$ cat src/hw/rtl/bfme_pkg.sv
// Types, codes and fixed widths shared by the Bezier error scan modules.
package bfme_pkg;

   // Fixed field widths
   localparam int COORD_FIELD_BITS = 24;
   localparam int Q16_BITS         = 17;
   localparam int INDEX_FIELD_BITS = 16;
   localparam int ERR_BITS         = 50;

   // Shared multiplier and datapath widths
   localparam int MUL_A_BITS = 32;
   localparam int MUL_B_BITS = 26;
   localparam int PROD_BITS  = MUL_A_BITS + MUL_B_BITS;
   localparam int BASIS_BITS = 18;
   localparam int FRAC_BITS  = 16;
   localparam int DIFF_BITS  = PROD_BITS - FRAC_BITS;
   localparam int MAG_BITS   = 25;

   localparam int                  ROUND_HALF = 32768;
   localparam logic [Q16_BITS-1:0] ONE_Q16    = 17'd65536;
   localparam logic [ERR_BITS-1:0] ERR_MAX    = '1;

   // Control register map
   localparam int CSR_INDEX_BITS = 4;
   localparam int CSR_COUNT      = 8;
   localparam int CSR_START_X    = 0;
   localparam int CSR_START_Y    = 1;
   localparam int CSR_LEAD_X     = 2;
   localparam int CSR_LEAD_Y     = 3;
   localparam int CSR_TRAIL_X    = 4;
   localparam int CSR_TRAIL_Y    = 5;
   localparam int CSR_FINISH_X   = 6;
   localparam int CSR_FINISH_Y   = 7;

   typedef struct packed {
      logic signed [COORD_FIELD_BITS-1:0] sample_x;
      logic signed [COORD_FIELD_BITS-1:0] sample_y;
      logic [Q16_BITS-1:0]                param_t;
      logic [INDEX_FIELD_BITS-1:0]        sample_index;
      logic                               last_sample;
   } req_type;

   typedef struct packed {
      logic [ERR_BITS-1:0]         max_sq_error;
      logic [INDEX_FIELD_BITS-1:0] max_index;
      logic                        found;
   } rsp_type;

   typedef enum logic {
      SEQ_IDLE,
      SEQ_CALC
   } seq_state_type;

   // Sequencer steps; most are named after the product issued to the multiplier
   typedef enum logic [4:0] {
      STEP_UU,
      STEP_TT,
      STEP_B0,
      STEP_B1,
      STEP_B2,
      STEP_B3,
      STEP_X0,
      STEP_X1,
      STEP_X2,
      STEP_X3,
      STEP_Y0,
      STEP_Y1,
      STEP_Y2,
      STEP_Y3,
      STEP_DXX,
      STEP_DY,
      STEP_DYY,
      STEP_SUM,
      STEP_UPD
   } step_type;

   typedef struct packed {
      logic     busy;
      step_type step;
   } seq_ctrl_type;

endpackage

$ cat src/hw/rtl/bezier_fit_max_error_scan.sv
// A result is registered at the update step of a last-marked transaction.
// The input stalls while a transaction is worked on; the 19 steps share one 32x26 multiplier.
// A full result register that is stalled keeps the last step of a last-marked transaction parked until it drains.
// Reset (synchronous, active high) clears the control points, the running maximum,
// the sequencer and the result valid.
module bezier_fit_max_error_scan
   import bfme_pkg::*;
#(
   parameter int INDEX_BITS = 16,
   parameter int COORD_BITS = 24
) (
   input  logic                          clock,
   input  logic                          reset,
   input  logic                          req_valid,
   output logic                          req_stall,
   input  req_type                       req_data,
   output logic                          rsp_valid,
   input  logic                          rsp_stall,
   output rsp_type                       rsp_data,
   input  logic                          csr_write_en,
   input  logic [CSR_INDEX_BITS-1:0]     csr_index,
   input  logic [COORD_FIELD_BITS-1:0]   csr_wdata
);

   localparam int CoordShift = MUL_A_BITS - COORD_BITS;

   // Keep the low COORD_BITS of a field and sign-extend from there
   function automatic logic signed [MUL_A_BITS-1:0] coord_ext(
      input logic [COORD_FIELD_BITS-1:0] raw
   );
      logic [MUL_A_BITS-1:0] wide;
      wide = MUL_A_BITS'(raw) << CoordShift;
      return $signed(wide) >>> CoordShift;
   endfunction

   seq_ctrl_type ctrl;
   logic         start;
   logic         hold;
   logic         finish;

   logic signed [MUL_A_BITS-1:0] op_a;
   logic signed [MUL_B_BITS-1:0] op_b;
   logic signed [PROD_BITS-1:0]  mul_prod;

   // Control points
   logic [COORD_FIELD_BITS-1:0] cfg_ff [CSR_COUNT];
   logic [COORD_FIELD_BITS-1:0] cfg_in [CSR_COUNT];

   // Transaction operands
   logic [Q16_BITS-1:0]          t_ff, t_in, u_ff, u_in;
   logic signed [MUL_A_BITS-1:0] sx_ff, sx_in, sy_ff, sy_in;
   logic [INDEX_BITS-1:0]        idx_ff, idx_in;
   logic                         last_ff, last_in;

   // Working values
   logic [Q16_BITS-1:0]         u2_ff, u2_in, t2_ff, t2_in;
   logic [BASIS_BITS-1:0]       b0_ff, b0_in, b1_ff, b1_in, b2_ff, b2_in, b3_ff, b3_in;
   logic signed [PROD_BITS-1:0] acc_ff, acc_in;
   logic [MAG_BITS-1:0]         dxa_ff, dxa_in, dya_ff, dya_in;
   logic                        satx_ff, satx_in, saty_ff, saty_in;
   logic [ERR_BITS-1:0]         errx_ff, errx_in, err_ff, err_in;

   // Running maximum and result register
   logic [ERR_BITS-1:0]   best_err_ff, best_err_in;
   logic [INDEX_BITS-1:0] best_idx_ff, best_idx_in;
   logic                  best_vld_ff, best_vld_in;
   logic                  rsp_valid_ff, rsp_valid_in;
   rsp_type               rsp_data_ff, rsp_data_in;

   // Derived datapath terms
   logic [Q16_BITS-1:0]         t_sat;
   logic [35:0]                 rnd_sum;
   logic [Q16_BITS-1:0]         rnd_q;
   logic [BASIS_BITS-1:0]       rnd_x3;
   logic signed [PROD_BITS-1:0] bias_x, bias_y, acc_sum;
   logic [DIFF_BITS-1:0]        diff, diff_mag;
   logic                        diff_sat;
   logic [ERR_BITS:0]           err_sum;
   logic                        err_gt;
   logic [ERR_BITS-1:0]         new_err;
   logic [INDEX_BITS-1:0]       new_idx;
   logic                        new_vld;

   assign start     = req_valid && !req_stall;
   assign hold      = last_ff && rsp_valid_ff && rsp_stall;
   assign finish    = ctrl.busy && (ctrl.step == STEP_UPD) && !hold;
   assign req_stall = ctrl.busy;
   assign rsp_valid = rsp_valid_ff;
   assign rsp_data  = rsp_data_ff;

   bfme_seq u_seq (
      .clock (clock),
      .reset (reset),
      .start (start),
      .hold  (hold),
      .ctrl  (ctrl)
   );

   bfme_mul u_mul (
      .clock (clock),
      .op_a  (op_a),
      .op_b  (op_b),
      .prod  (mul_prod)
   );

   // Select multiplier operands for the current step
   always_comb begin
      op_a = '0;
      op_b = '0;
      case (ctrl.step)
         STEP_UU: begin
            op_a = MUL_A_BITS'(u_ff);
            op_b = MUL_B_BITS'(u_ff);
         end
         STEP_TT: begin
            op_a = MUL_A_BITS'(t_ff);
            op_b = MUL_B_BITS'(t_ff);
         end
         STEP_B0: begin
            op_a = MUL_A_BITS'(u2_ff);
            op_b = MUL_B_BITS'(u_ff);
         end
         STEP_B1: begin
            op_a = MUL_A_BITS'(u2_ff);
            op_b = MUL_B_BITS'(t_ff);
         end
         STEP_B2: begin
            op_a = MUL_A_BITS'(t2_ff);
            op_b = MUL_B_BITS'(u_ff);
         end
         STEP_B3: begin
            op_a = MUL_A_BITS'(t2_ff);
            op_b = MUL_B_BITS'(t_ff);
         end
         STEP_X0: begin
            op_a = coord_ext(cfg_ff[CSR_START_X]);
            op_b = MUL_B_BITS'(b0_ff);
         end
         STEP_X1: begin
            op_a = coord_ext(cfg_ff[CSR_LEAD_X]);
            op_b = MUL_B_BITS'(b1_ff);
         end
         STEP_X2: begin
            op_a = coord_ext(cfg_ff[CSR_TRAIL_X]);
            op_b = MUL_B_BITS'(b2_ff);
         end
         STEP_X3: begin
            op_a = coord_ext(cfg_ff[CSR_FINISH_X]);
            op_b = MUL_B_BITS'(b3_ff);
         end
         STEP_Y0: begin
            op_a = coord_ext(cfg_ff[CSR_START_Y]);
            op_b = MUL_B_BITS'(b0_ff);
         end
         STEP_Y1: begin
            op_a = coord_ext(cfg_ff[CSR_LEAD_Y]);
            op_b = MUL_B_BITS'(b1_ff);
         end
         STEP_Y2: begin
            op_a = coord_ext(cfg_ff[CSR_TRAIL_Y]);
            op_b = MUL_B_BITS'(b2_ff);
         end
         STEP_Y3: begin
            op_a = coord_ext(cfg_ff[CSR_FINISH_Y]);
            op_b = MUL_B_BITS'(b3_ff);
         end
         STEP_DXX: begin
            op_a = MUL_A_BITS'(dxa_ff);
            op_b = MUL_B_BITS'(dxa_ff);
         end
         STEP_DYY: begin
            op_a = MUL_A_BITS'(dya_ff);
            op_b = MUL_B_BITS'(dya_ff);
         end
         default: begin
            op_a = '0;
            op_b = '0;
         end
      endcase
   end

   // Shared terms: rounded basis product, curve minus sample, squared sum, compare
   always_comb begin
      t_sat    = (req_data.param_t > ONE_Q16) ? ONE_Q16 : req_data.param_t;
      rnd_sum  = 36'(mul_prod) + 36'(ROUND_HALF);
      rnd_q    = rnd_sum[FRAC_BITS+Q16_BITS-1:FRAC_BITS];
      rnd_x3   = BASIS_BITS'(rnd_q) + BASIS_BITS'({rnd_q, 1'b0});
      bias_x   = PROD_BITS'(ROUND_HALF) - (PROD_BITS'(sx_ff) <<< FRAC_BITS);
      bias_y   = PROD_BITS'(ROUND_HALF) - (PROD_BITS'(sy_ff) <<< FRAC_BITS);
      acc_sum  = acc_ff + mul_prod;
      diff     = acc_ff[PROD_BITS-1:FRAC_BITS];
      diff_mag = diff[DIFF_BITS-1] ? DIFF_BITS'(-diff) : diff;
      diff_sat = |diff_mag[DIFF_BITS-1:MAG_BITS];
      err_sum  = {1'b0, errx_ff} + {1'b0, mul_prod[ERR_BITS-1:0]};
      err_gt   = (err_ff > best_err_ff);
      new_err  = err_gt ? err_ff : best_err_ff;
      new_idx  = err_gt ? idx_ff : best_idx_ff;
      new_vld  = err_gt || best_vld_ff;
   end

   // Next values of every register
   always_comb begin
      cfg_in       = cfg_ff;
      t_in         = t_ff;
      u_in         = u_ff;
      sx_in        = sx_ff;
      sy_in        = sy_ff;
      idx_in       = idx_ff;
      last_in      = last_ff;
      u2_in        = u2_ff;
      t2_in        = t2_ff;
      b0_in        = b0_ff;
      b1_in        = b1_ff;
      b2_in        = b2_ff;
      b3_in        = b3_ff;
      acc_in       = acc_ff;
      dxa_in       = dxa_ff;
      dya_in       = dya_ff;
      satx_in      = satx_ff;
      saty_in      = saty_ff;
      errx_in      = errx_ff;
      err_in       = err_ff;
      best_err_in  = best_err_ff;
      best_idx_in  = best_idx_ff;
      best_vld_in  = best_vld_ff;
      rsp_valid_in = rsp_valid_ff && rsp_stall;
      rsp_data_in  = rsp_data_ff;

      // Write a control point; drop writes beyond the map
      if (csr_write_en && (csr_index < CSR_INDEX_BITS'(CSR_COUNT))) begin
         cfg_in[csr_index[$clog2(CSR_COUNT)-1:0]] = csr_wdata;
      end

      // Capture the accepted transaction
      if (start) begin
         t_in    = t_sat;
         u_in    = ONE_Q16 - t_sat;
         sx_in   = coord_ext(req_data.sample_x);
         sy_in   = coord_ext(req_data.sample_y);
         idx_in  = INDEX_BITS'(req_data.sample_index);
         last_in = req_data.last_sample;
      end

      // Take the product issued one step earlier
      if (ctrl.busy) begin
         case (ctrl.step)
            STEP_TT:  u2_in = rnd_q;
            STEP_B0:  t2_in = rnd_q;
            STEP_B1:  b0_in = BASIS_BITS'(rnd_q);
            STEP_B2:  b1_in = rnd_x3;
            STEP_B3:  b2_in = rnd_x3;
            STEP_X0:  b3_in = BASIS_BITS'(rnd_q);
            STEP_X1:  acc_in = bias_x + mul_prod;
            STEP_X2, STEP_X3, STEP_Y0, STEP_Y2, STEP_Y3, STEP_DXX: acc_in = acc_sum;
            STEP_Y1: begin
               acc_in  = bias_y + mul_prod;
               dxa_in  = diff_mag[MAG_BITS-1:0];
               satx_in = diff_sat;
            end
            STEP_DY: begin
               errx_in = mul_prod[ERR_BITS-1:0];
               dya_in  = diff_mag[MAG_BITS-1:0];
               saty_in = diff_sat;
            end
            STEP_SUM: begin
               err_in = (satx_ff || saty_ff || err_sum[ERR_BITS]) ? ERR_MAX
                                                                  : err_sum[ERR_BITS-1:0];
            end
            default: begin
            end
         endcase
      end

      // Update the running maximum; on the last point emit it and clear
      if (finish) begin
         if (last_ff) begin
            rsp_valid_in             = 1'b1;
            rsp_data_in.max_sq_error = new_err;
            rsp_data_in.max_index    = new_vld ? INDEX_FIELD_BITS'(new_idx) : '0;
            rsp_data_in.found        = new_vld;
            best_err_in              = '0;
            best_idx_in              = '0;
            best_vld_in              = 1'b0;
         end else begin
            best_err_in = new_err;
            best_idx_in = new_idx;
            best_vld_in = new_vld;
         end
      end
   end

   // Control state
   always_ff @(posedge clock) begin
      if (reset) begin
         for (int i = 0; i < CSR_COUNT; i++) begin
            cfg_ff[i] <= '0;
         end
         best_err_ff  <= '0;
         best_idx_ff  <= '0;
         best_vld_ff  <= 1'b0;
         rsp_valid_ff <= 1'b0;
      end else begin
         cfg_ff       <= cfg_in;
         best_err_ff  <= best_err_in;
         best_idx_ff  <= best_idx_in;
         best_vld_ff  <= best_vld_in;
         rsp_valid_ff <= rsp_valid_in;
      end
   end

   // Payload state
   always_ff @(posedge clock) begin
      t_ff        <= t_in;
      u_ff        <= u_in;
      sx_ff       <= sx_in;
      sy_ff       <= sy_in;
      idx_ff      <= idx_in;
      last_ff     <= last_in;
      u2_ff       <= u2_in;
      t2_ff       <= t2_in;
      b0_ff       <= b0_in;
      b1_ff       <= b1_in;
      b2_ff       <= b2_in;
      b3_ff       <= b3_in;
      acc_ff      <= acc_in;
      dxa_ff      <= dxa_in;
      dya_ff      <= dya_in;
      satx_ff     <= satx_in;
      saty_ff     <= saty_in;
      errx_ff     <= errx_in;
      err_ff      <= err_in;
      rsp_data_ff <= rsp_data_in;
   end

endmodule

$ cat src/hw/rtl/bfme_mul.sv
// Shared signed multiplier with a registered product.
module bfme_mul
   import bfme_pkg::*;
(
   input  logic                         clock,
   input  logic signed [MUL_A_BITS-1:0] op_a,
   input  logic signed [MUL_B_BITS-1:0] op_b,
   output logic signed [PROD_BITS-1:0]  prod
);

   logic signed [PROD_BITS-1:0] prod_ff;
   logic signed [PROD_BITS-1:0] prod_in;

   // Form the product
   always_comb begin
      prod_in = op_a * op_b;
   end

   // Register the product
   always_ff @(posedge clock) begin
      prod_ff <= prod_in;
   end

   assign prod = prod_ff;

endmodule

$ cat src/hw/rtl/bfme_seq.sv
// Step sequencer that walks one transaction through the shared multiplier.
module bfme_seq
   import bfme_pkg::*;
(
   input  logic         clock,
   input  logic         reset,
   input  logic         start,
   input  logic         hold,
   output seq_ctrl_type ctrl
);

   seq_state_type state_ff;
   seq_state_type state_in;
   step_type      step_ff;
   step_type      step_in;

   // Advance through the steps, park on the last one while hold marks a full, stalled result slot
   always_comb begin
      state_in = state_ff;
      step_in  = step_ff;
      case (state_ff)
         SEQ_IDLE: begin
            if (start) begin
               state_in = SEQ_CALC;
               step_in  = STEP_UU;
            end
         end
         SEQ_CALC: begin
            if (step_ff == STEP_UPD) begin
               if (!hold) begin
                  state_in = SEQ_IDLE;
                  step_in  = STEP_UU;
               end
            end else begin
               step_in = step_type'(step_ff + 1'b1);
            end
         end
         default: begin
            state_in = SEQ_IDLE;
            step_in  = STEP_UU;
         end
      endcase
      ctrl.busy = (state_ff == SEQ_CALC);
      ctrl.step = step_ff;
   end

   // Hold state and step
   always_ff @(posedge clock) begin
      if (reset) begin
         state_ff <= SEQ_IDLE;
         step_ff  <= STEP_UU;
      end else begin
         state_ff <= state_in;
         step_ff  <= step_in;
      end
   end

endmodule

$ cat config.mk
export PLATFORM = sky130hd
export DESIGN_NAME = bezier_fit_max_error_scan
export DESIGN_NICKNAME = d
export VERILOG_FILES = /design/src/hw/rtl/bfme_pkg.sv /design/src/hw/rtl/bezier_fit_max_error_scan.sv /design/src/hw/rtl/bfme_mul.sv /design/src/hw/rtl/bfme_seq.sv
export SDC_FILE = /design/constraint.sdc
export NUM_CORES = 2
export LEC_CHECK = 0
export BUFFER_PORTS_ARGS = -buffer_cell sky130_fd_sc_hd__buf_2
export CAP_MARGIN = 20
export CORE_UTILIZATION = 40
export CTS_CLUSTER_SIZE = 12
export DETAILED_ROUTE_END_ITERATION = 16
export GPL_TIMING_DRIVEN = 0
export PLACE_DENSITY = 0.62
export SLEW_MARGIN = 20
export SYNTH_ARGS = -nofsm -noshare
export SYNTH_HDL_FRONTEND = slang
export SYNTH_SLANG_ARGS = --single-unit
$ cat constraint.sdc
create_clock -name clock -period 8.1 [get_ports clock]
set_input_delay 1.62 -clock clock [delete_from_list [all_inputs] [get_ports clock]]
set_output_delay 1.62 -clock clock [all_outputs]
set_load 0.01 [all_outputs]
==> impl_metrics.csv <==
group,metric,value,unit
outcome,status,"complete, but fails checks",
outcome,violations,"negative setup slack",
yosys,yosysWarnings,0,
yosys,netlist_instances,7548,
yosys,synth_cell_types,89,
clocking,numCtsBuffers,87,
layout,nets,9385,
critical_path,cpPeakStageDelay,0.56,ns
clocking,htree_levels,3,
power_and_ir_drop,power_density,428,mW/mm^2
yosys,synth_top_cell_area_share,0.205,
floorplanning,fp.coreArea,0.174,sq mm
yosys,synth_ff_type,"edfxtp_1",
power_and_ir_drop,p_leak,36.1,nW
placement,dp_hpwl,201,mm
yosys,yosysSeqAreaShare,0.297,
timing,setup_viol,30,
yosys,synth_edf_count,479,
yosys,ys_seq_elements,803,
timing,rsz0062_at_grt,"true",
layout,nFillCells,16200,
clocking,insertion_delay,0.75,ns
floorplanning,die_width,421,um
placement,finalWeightedCongestion,1.01,
grt,antenna_found_initial,15,
detailed_routing,drt_iter0_markers,6059,
timing,fin_crit,8.83,ns
timing,finalCritPeriodShare,1.09,
critical_path,critPathRequiredTime,8.75,ns
clocking,path_clk_slew,0.07,ns
grt,grt-ovfl-total,0,
timing,worst_pin_slew,1.13,ns
timing,final_hold_viol_count,0,
floorplanning,ios,184,
floorplanning,start_util,0.403,
timing,holdWs,0.454,ns
critical_path,critPathCaptureType,"flip-flop",
timing,finClkSkew,0.0817,ns
floorplanning,die_h,421,um
layout,finalInstanceArea,0.0828,sq mm
layout,final_common_cell,"inv_1",
grt,grt_pass1_vias,58800,
detailed_routing,routed_wl,255,mm
grt,grtUsageTotal,0.285,
worst_hold_path,hold_path_class,"reg2reg",
floorplanning,num_rows,153,
clocking,cts_sinks,803,
critical_path,critical_path_class,"reg2reg",
timing,fmax,0.113,GHz
power_and_ir_drop,ir_drop,1150,uV
critical_path,worst_ep_arrival_time,9.48,ns
layout,syn2layout_area_growth,18.1,%
job,max_cap_violations,0,
timing,max_slew_margin,0.247,
power_and_ir_drop,power,35.5,mW
clocking,cts_tree,"built",
detailed_routing,avgRoutedWirePerCell,24.3,um
detailed_routing,postRouteAntennaNets,0,
grt,grt_max_degree,50,
floorplanning,die_area,0.177,sq mm
yosys,synth_nets,8879,
critical_path,startpoint_type,"flip-flop",
detailed_routing,route.detailed.drc,0,
yosys,synthTopCellsByArea,"edfxtp_1 (21%), fa_1 (20%), dfxtp_1 (9.2%), ha_1 (9.1%), inv_1 (5.5%)",
yosys,syn-mean-instance-area,9.29,sq um
timing,final_max_slew_viol_count,0,
placement,dpl_cell_area,0.0746,sq mm
critical_path,crit_top_cell,"fa_1",
detailed_routing,first_pass_iters,9,
critical_path,crit_fanout,10,
placement,io_buffers,159,
clocking,clk_path_buf_depth,3,
layout,drive_above_1_share,0.147,
clocking,cts_root_buf,"clkbuf_16",
yosys,async_reset_ff_frac,0,
yosys,synth.largest_area_cell,"edfxtp_1",
layout,final_cell_mix,"inv_1 (977), nand2_1 (972), fa_1 (669)",
detailed_routing,via_count,59300,
timing,fin_ws,-0.726,ns
grt,grt_pass1_wl,376,mm
yosys,synth_area,0.0702,sq mm
detailed_routing,viasPerCell,5.67,
critical_path,cpMaxStageDelayCell,"fa_1",
cells by family after synthesis:
group,after synthesis,synth area share
xor+xnor,293,0.0366
buf+inv,1403,0.0757
compound gates,1614,0.152
fa+ha+maj,1216,0.292
simple gates,2162,0.137
mux,57,0.00902
flops,803,0.297
layout make-up:
class                      instances  area (sq um)  share of cell area
inverter                        1024          3890              0.0470
multi-input combinational       5343         46000               0.555
tap                             2325          2910              0.0351
clock buffer                     133          2500              0.0302
antenna                           11          27.5            0.000332
buffer                           341          2670              0.0322
sequential                       803         20900               0.252
timing repair buffer             454          3570              0.0431
clock inverter                    25           410             0.00495
sequential cells by signal, indices dropped and copies added (netlist names), 18 cells and up:
signal       cells
cfg_ff         192
rsp_data        67
acc_ff          58
u_mul.prod      58
best_err_ff     50
err_ff          50
errx_ff         50
dxa_ff          25
dya_ff          25
sx_ff           24
sy_ff           24
b1_ff           18
b2_ff           18
worst max-delay path, delay by kind of cell, from the launching register on:
kind	cells	cell delay (ns)
simple gates	6	1.37
compound gates	9	2.27
fa+ha+maj	9	3.88
buf+inv	7	0.84
flops	1	0.38
path summary, 6_finish.rpt:
kind,start,slack [ns],end,depth (start not counted)
max,u_seq.step_ff[0]$_SDFFE_PP0P_,-0.73,u_mul.prod[50]$_DFF_P_,31
min,cfg_ff[115]$_SDFFE_PP0P_,0.45,cfg_ff[115]$_SDFFE_PP0P_,2
max reg2reg,u_seq.step_ff[0]$_SDFFE_PP0P_,-0.73,u_mul.prod[50]$_DFF_P_,31
min reg2reg,cfg_ff[115]$_SDFFE_PP0P_,0.45,cfg_ff[115]$_SDFFE_PP0P_,2
metal layers:
layer	vias up	track usage	part of all wire
met2	2643	0.448	0.44
met1	29500	0.383	0.42
met4	4	0.129	0.054
li1	26600	-	-
met5	-	0	0.00011
met3	598	0.0502	0.083
synthesized netlist by cell type, types with 46 or more instances:
master,number
o21ai_0,241
nor2_1,551
nand4_1,80
nor2b_1,46
xnor2_1,186
nand2b_1,51
o21bai_1,46
a22o_1,89
clkbuf_1,334
xor2_1,107
a22oi_1,138
a21o_1,189
mux2_2,50
and3_1,77
fa_1,703
a21oi_1,508
nand3_1,106
ha_1,513
inv_1,1022
edfxtp_1,479
nand2_1,992
dfxtp_1,324
nor3_1,60
report_power, final:
part	total, mW	internal, mW	switching (mW)	leakage (nW)
sequential	5.46	4.96	0.502	6.92
clock	4.11	2.32	1.79	1.39
combinational	25.9	11.2	14.7	27.8
through the flow:
stage | setup TNS [ns] | std cells | setup WS [ns] | util
after floorplan | -0.0318 | 7548 | -0.0318 | -
after global placement | -257.76 | 10000 | -3.54 | 0.426
after detailed placement | -104.84 | 10100 | -3.31 | 0.429
after CTS | -8.01 | 10400 | -0.553 | 0.471
after global routing | -16.68 | 10500 | -0.886 | 0.476
final | -12.73 | 10500 | -0.726 | 0.476
repair_timing:
item | 4_1_cts | 5_1_grt
hold buffers | 0 | 0
pin swaps | 222 | 92
endpoints found under the setup margin | 49 | 37
cloned | 2 | 3
buffers inserted | 219 | 54
gates resized for setup | 674 | 133
(Power assumes the default switching activity.)
